<file path="config.mk">
export PLATFORM = sky130hd
export DESIGN_NAME = odo_div
export DESIGN_NICKNAME = d
export VERILOG_FILES = /design/src/rtl/odo_pkg.sv /design/src/rtl/odo_div.sv
export SDC_FILE = /design/constraint.sdc
export NUM_CORES = 1
export LEC_CHECK = 0
export ABC_CLOCK_PERIOD_IN_PS = 9650
export BUFFER_PORTS_ARGS = -buffer_cell sky130_fd_sc_hd__buf_4
export CORE_MARGIN = 2
export CORE_UTILIZATION = 30
export DETAILED_ROUTE_END_ITERATION = 10
export SETUP_SLACK_MARGIN = 0.15
export SYNTH_ARGS = -nofsm -noshare
export SYNTH_HDL_FRONTEND = slang
export SYNTH_SLANG_ARGS = --single-unit
</file>
<file path="constraint.sdc">
create_clock -name i_clk -period 9.65 [get_ports i_clk]
set_clock_uncertainty 0.05 [all_clocks]
set_input_delay 1.93 -clock i_clk [delete_from_list [all_inputs] [get_ports i_clk]]
set_output_delay 1.93 -clock i_clk [all_outputs]
set_load 0.005 [all_outputs]
</file>
<file path="src/rtl/odo_pkg.sv">
// Shared types, constants and helper functions for the wheel odometry block.
// No dependencies; imported by odo_div and differential_wheel_odometry.
package odo_pkg;

    localparam int CORDIC_STEPS_DEF = 24;

    localparam logic signed [31:0] PI_Q24      = 32'sd52707179;
    localparam logic signed [31:0] TWO_PI_Q24  = 32'sd105414357;
    localparam logic signed [31:0] HALF_PI_Q24 = 32'sd26353589;
    localparam logic signed [33:0] CORDIC_GAIN_Q30 = 34'sd652032874;

    localparam logic [1:0] KIND_TICK = 2'd0;
    localparam logic [1:0] KIND_SET  = 2'd1;
    localparam logic [1:0] KIND_CLR  = 2'd2;

    localparam logic [7:0] CFG_WHEELBASE     = 8'd0;
    localparam logic [7:0] CFG_COUNT_TO_INCH = 8'd1;

    localparam logic [30:0] WHEELBASE_RST     = 31'd983040;
    localparam logic [24:0] COUNT_TO_INCH_RST = 25'd36603;

    localparam int DIV_NW = 64;
    localparam int DIV_DW = 40;

    typedef struct packed {
        logic [1:0]         kind;
        logic signed [31:0] left_front_count;
        logic signed [31:0] left_back_count;
        logic signed [31:0] right_front_count;
        logic signed [31:0] right_back_count;
        logic signed [31:0] new_x;
        logic signed [31:0] new_y;
        logic signed [31:0] new_heading;
    } t_odo_in;

    typedef struct packed {
        logic signed [31:0] pos_x;
        logic signed [31:0] pos_y;
        logic signed [31:0] heading;
    } t_odo_out;

    typedef struct packed {
        logic                      start;
        logic signed [DIV_NW-1:0]  num;
        logic signed [DIV_DW:0]    den;
    } t_div_req;

    typedef struct packed {
        logic                      done;
        logic signed [DIV_NW-1:0]  quot;
        logic signed [DIV_DW:0]    rem;
    } t_div_rsp;

    function automatic logic signed [25:0] atan_step(input logic [4:0] i);
        logic signed [25:0] v;
        case (i)
            5'd0:    v = 26'sd13176795;
            5'd1:    v = 26'sd7778716;
            5'd2:    v = 26'sd4110060;
            5'd3:    v = 26'sd2086331;
            5'd4:    v = 26'sd1047214;
            5'd5:    v = 26'sd524117;
            5'd6:    v = 26'sd262123;
            5'd7:    v = 26'sd131070;
            5'd8:    v = 26'sd65536;
            5'd9:    v = 26'sd32768;
            5'd10:   v = 26'sd16384;
            5'd11:   v = 26'sd8192;
            default: v = (i <= 5'd24) ? (26'sd1 <<< (5'd24 - i)) : 26'sd0;
        endcase
        return v;
    endfunction

    function automatic logic signed [31:0] sat32(input logic signed [71:0] v);
        logic signed [31:0] r;
        if (v > 72'sd2147483647) begin
            r = 32'sh7FFFFFFF;
        end else if (v < -72'sd2147483648) begin
            r = 32'sh80000000;
        end else begin
            r = v[31:0];
        end
        return r;
    endfunction

endpackage

</file>
<file path="src/rtl/odo_div.sv">
// Iterative signed divider, one quotient bit per cycle, truncating toward zero.
// Depends on odo_pkg for the request and response structs.
module odo_div import odo_pkg::*; (
    input  logic     i_clk,
    input  logic     i_rst_n,
    input  t_div_req i_req,
    output t_div_rsp o_rsp
);

    localparam int CW = $clog2(DIV_NW);

    logic              r_busy;
    logic              r_done;
    logic [CW-1:0]     r_cnt;
    logic [DIV_NW-1:0] r_q;
    logic [DIV_DW-1:0] r_rem;
    logic [DIV_DW-1:0] r_d;
    logic              r_qneg;
    logic              r_rneg;

    logic [DIV_DW:0]   sh;
    logic [DIV_DW:0]   diff;
    logic              take;
    logic [DIV_NW-1:0] num_mag;
    logic [DIV_DW:0]   den_mag;

    assign sh      = {r_rem, r_q[DIV_NW-1]};
    assign diff    = sh - {1'b0, r_d};
    assign take    = (sh >= {1'b0, r_d});
    assign num_mag = i_req.num[DIV_NW-1] ? DIV_NW'(-i_req.num) : DIV_NW'(i_req.num);
    assign den_mag = i_req.den[DIV_DW] ? (DIV_DW+1)'(-i_req.den) : (DIV_DW+1)'(i_req.den);

    always_ff @(posedge i_clk) begin
        if (!i_rst_n) begin
            r_busy <= 1'b0;
            r_done <= 1'b0;
            r_cnt  <= '0;
        end else begin
            r_done <= 1'b0;
            if (i_req.start) begin
                r_busy <= 1'b1;
                r_cnt  <= '0;
            end else if (r_busy) begin
                r_cnt <= r_cnt + 1'b1;
                if (r_cnt == CW'(DIV_NW - 1)) begin
                    r_busy <= 1'b0;
                    r_done <= 1'b1;
                end
            end
        end
    end

    always_ff @(posedge i_clk) begin
        if (i_req.start) begin
            r_q    <= num_mag;
            r_d    <= den_mag[DIV_DW-1:0];
            r_rem  <= '0;
            r_qneg <= i_req.num[DIV_NW-1] ^ i_req.den[DIV_DW];
            r_rneg <= i_req.num[DIV_NW-1];
        end else if (r_busy) begin
            r_rem <= take ? diff[DIV_DW-1:0] : sh[DIV_DW-1:0];
            r_q   <= {r_q[DIV_NW-2:0], take};
        end
    end

    assign o_rsp.done = r_done;
    assign o_rsp.quot = r_qneg ? -$signed(r_q) : $signed(r_q);
    assign o_rsp.rem  = r_rneg ? -$signed({1'b0, r_rem}) : $signed({1'b0, r_rem});

    a_start_idle: assert property (@(posedge i_clk) disable iff (!i_rst_n)
        i_req.start |-> !r_busy)
        else $error("divider started while busy");

    a_done_pulse: assert property (@(posedge i_clk) disable iff (!i_rst_n)
        r_done |=> !r_done)
        else $error("divider done held longer than one cycle");

    a_last_step: assert property (@(posedge i_clk) disable iff (!i_rst_n)
        (r_busy && !i_req.start && r_cnt == CW'(DIV_NW - 1)) |=> (r_done && !r_busy))
        else $error("divider missed completion");

endmodule

</file>
Yosys cells after proc, flatten, opt, wreduce, memory -nomap -nowiden
Cells that the tools add are included.
- flip-flop bits (word level): 154
- bits of input ports: 108
- output and inout bits: 106
- word-level logic and storage cells: 33
- add/subtract/negate cells: 6
- order comparisons: 1
- eq/ne operators: 1
- muxes and demuxes: 11
- bitwise gates (word level): 3
- reductions and logical operators: 3
- operators with widths (operator ; count):
    two-way mux 64 bit ; 4
    negation 64 bit ; 2
    two-way mux 40 bit ; 2
    >= comparator 41 x 40 -> 1 bit ; 1
    two-way mux 41 bit ; 1
    negation 40 -> 41 bit ; 1
    negation 40 bit ; 1
    subtractor 40 bit ; 1
    adder 6 x 1 -> 6 bit, second input constant ; 1
    == test 6 bit, second input constant ; 1
    two-way mux 1 bit ; 4
    OR reduction 3 bit ; 1
    inverter 1 bit ; 2
    nonzero test 2 bit ; 1
    OR reduction 2 bit ; 1
    bitwise XOR 1 bit ; 1

Logic depth before layout (Yosys ltp)
- depth after elaboration: 4
- mapped depth: 13
- depth with buffers taken out: 11

Worst setup path before layout
Ideal clock, no wire load.
- kind: register to output
- start: register r_q[50]
- end: output port o_rsp[104] (netlist bit)
- arrival time: 2.985 ns
- data required time: 7.670 ns
- path slack: 4.685 ns
- cell stages (with the launch flop): 9
- path buffers: 0
- path through: edfxtp_1 -> or3_4 -> or3_4 -> or3_4 -> or4_4 -> or4_1 -> or2_1 -> o31ai_2 -> xnor2_1
- RTL lines (what ; line ; text):
    start: declaration ; odo_div.sv:15 ; logic [DIV_NW-1:0] r_q;
    start signal: assignment ; odo_div.sv:55 ; r_q <= num_mag;
    start signal: assignment ; odo_div.sv:62 ; r_q <= {r_q[DIV_NW-2:0], take};
    end: declaration ; odo_div.sv:7 ; output t_div_rsp o_rsp

==> metrics.md <==
| Metric | Value |
|---|---|
| Status | `finished clean` |
| DP HPWL | `roughly 31000 um` |
| Syn_area_per_cell | `8.46 um^2` |
| Largest family of logic cells by synthesized area | `compound AO/OA/AOI/OAI gates` |
| Ys flop type | `edfxtp_1` |
| Hold Path Depth | `2` |
| Fill count | `between 4000 and 5000` |
| Fmax | `~160 MHz` |
| Post-synth cell types | `between 70 and 80` |
| Layout Nets | `approximately 1800` |
| Adder-Cell Fraction of Synth Area | `0.0453` |
| Final period utilization | `0.641` |
| Post-synthesis net count | `between 1500 and 2000` |
| GRT Total Usage | `0.177` |
| Root Buffer | `clkbuf_16` |
| Initial antenna violation count | `1` |
| Yosys reg bits | `around 150` |
| DR vias/cell | `5.37` |
| Routed WL | `just over 40000 um` |
| Clk_lat worst skew | `between 0.4 and 0.5 ns` |
| Clock Path Buffers | `2` |
| Setup TNS | `0 ns` |
| Worst Max-Slew Pin Slew | `about 0.96 ns` |
| CTS tree | `built` |
| CP Class | `flop to output pin` |
| Worst EP required | `7.67 ns` |
| FP Rows | `between 70 and 80` |
| Final antenna-violating net count | `0` |
| Endpoints failing setup | `0` |
| Commonest non-fill, non-tap cell in the layout | `buf_4` |
| RSZ-0062 raised after global routing | `no` |
| Slew Viols, Final | `0` |
| Post-synth ARST share | `0` |
| CTS H-tree lvls | `4` |
| Setup WS pre-CTS | `just over 4 ns` |
| Initial core utilization | `0.306` |
| Sequential-to-total area share from yosys stat | `0.322` |
| Die H | `about 210 um` |
| Area fraction in compound gates after synthesis | `0.222` |
| Largest area contributor in the netlist | `edfxtp_1` |
| CP endpoint kind | `output pin` |
| Number of hold buffers added after cts | `0` |
| IO Count | `approximately 210` |
| Vias in the first global route | `between 10000 and 15000` |
| Port bufs | `roughly 210` |
| Max transition margin | `0.362` |
| Area grow syn2layout | `20.3%` |
| Synth Cell Area | `12900 um^2` |
| Post-route minimum period | `roughly 6.2 ns` |
| Synthesized netlist cell count | `approximately 1500` |
| IR drop worst, VDD | `~0.14 mV` |
| Cts repair resizes | `0` |
| Post-CTS setup buffer count | `0` |
| Grt total ovfl | `0` |
| Startpoint Class | `flop` |
| Dominant cells by area after synthesis | `edfxtp_1 (25%), xnor2_1 (10%), dfxtp_1 (7.5%)` |
| Initial DRC Count | `1053` |
| Post-synth EDFFs | `between 100 and 150` |
| First-pass GRT wire length | `around 62000 um` |
| Cts bufs inserted | `17` |
| Final Hold Viols | `0` |
| Core area | `42100 um^2` |
| Area share of xor/xnor cells in the synthesized design | `0.151` |
| Max-cap viol count | `0` |
| GPL Wtd Cong | `between 0.9 and 1` |
| Pre-antenna DRT Iters | `5` |
| Mux cell area share after synthesis | `0.0118` |
| Synth Warn # | `0` |
| Hold WC Path Type | `flop to flop` |
| P_leak | `between 5 and 6 nW` |
| CTS clock-pin slew for the worst setup and hold paths | `0.06 ns` |
| Top-area cell type share of the netlist area | `0.247` |
| Die Area | `roughly 45000 um^2` |
| Layout cell share with drive strength beyond 1 | `0.180` |
| DR WL/cell | `approximately 18 um` |
| Commonest cells after routing, fill and taps aside | `buf_4 (220), nand2_1 (150), xnor2_1 (150)` |
| Worst Reg-to-Reg Cells | `9` |
| Worst setup margin | `3.46 ns` |
| Post-Synth Simple-Gate Area | `0.205` |
| Vias | `12000` |
| Remaining DRCs | `0` |
| Power Dens Cells | `about 160 nW/um^2` |
| Worst-path fanout max | `7` |
| Data arrival time of the worst path | `roughly 4.2 ns` |
| Clock sinks | `roughly 150` |
| Largest net degree at the start of global routing | `93` |
| Die W | `211 um` |
final timing paths:
kind | start | endpoint | slack [ns]
worst max register to register | r_rem[23]$_SDFFE_PP0P_ | r_rem[27]$_SDFFE_PP0P_ | 5.89
worst max-delay path | r_q[6]$_DFFE_PP_ | o_rsp[104] | 3.46
worst min-delay path | r_cnt[5]$_SDFFE_PP0P_ | r_cnt[5]$_SDFFE_PP0P_ | 0.45
worst min register to register | r_cnt[5]$_SDFFE_PP0P_ | r_cnt[5]$_SDFFE_PP0P_ | 0.45
metrics by stage:
stage                     std cells  area, um^2  hold slack (ns)  power [mW]   util
final                          2237       15500            0.454        2.42  0.367
after floorplan                1521       12900            0.404        1.39      -
after global routing           2237       15500            0.485        2.56  0.367
after global placement         2205       14900            0.422        1.77  0.354
after CTS                      2236       15500            0.457        2.44  0.367
after detailed placement       2205       14900            0.447        1.78  0.354
worst max-delay path: stages (launching register included):
cell and delay, ns:
edfxtp_1 0.43, or4_4 0.58, or4_1 0.58, nor3_1 0.70, nand4_1 0.24, or3_1 0.47
or2_1 0.27, o31ai_2 0.20, xnor2_1 0.15, buf_4 0.13
Yosys cell counts (15+ instances only):
cell type    n
nor2_1     125
or3_1       29
nor3_1      27
ha_1        45
o41ai_1     23
inv_1       66
nand2_1    150
nand3_1     23
clkbuf_1    67
a311oi_1    32
dfxtp_1     48
or4_1       33
nand4_1     15
xnor2_1    150
o21ai_0    103
xor2_1      72
a21oi_1    119
o31ai_1     57
edfxtp_1   106
nand2b_1    17
cell families (layout without fill, tap and decap cells):
family                   count (synthesis)  after routing
adder cells (fa/ha/maj)                 46             46
XOR/XNOR                               222            222
AND/OR/NAND/NOR                        514            514
multiplexers                            14             14
buffers and inverters                  142            318
flip-flops                             154            154
AO/OA/AOI/OAI                          429            429
other                                    0              1
metal layers:
layer,vias to the layer above,global-route usage,routed length (um)
li1,5957,-,-
met3,63,0.0293,2410
met2,362,0.266,17700
met1,5631,0.251,19100
met4,0,0.0736,1230
met5,-,0,0
registers in the layout, indices dropped and copies added (netlist names):
name,count
r_q,64
r_d,40
r_rem,40
r_cnt,6
r_busy,1
r_done,1
r_qneg,1
r_rneg,1
power breakdown:
part | switching, mW | internal, mW
logic | 0.488 | 0.406
registers | 0.0854 | 0.790
clock network | 0.279 | 0.376
total | 0.853 | 1.57
cell type report:
cell class              count  area [um^2]  share of cell area
multi-input cells        1225         8190               0.529
flip-flops and latches    154         4150               0.268
repair buffers            221         1660               0.107
well taps                 539          674              0.0436
clock buffers              18          429              0.0277
inverters                  66          248              0.0160
clock inverters            13          129             0.00832
diodes                      1         2.50            0.000162
(Power assumes the default switching activity.)
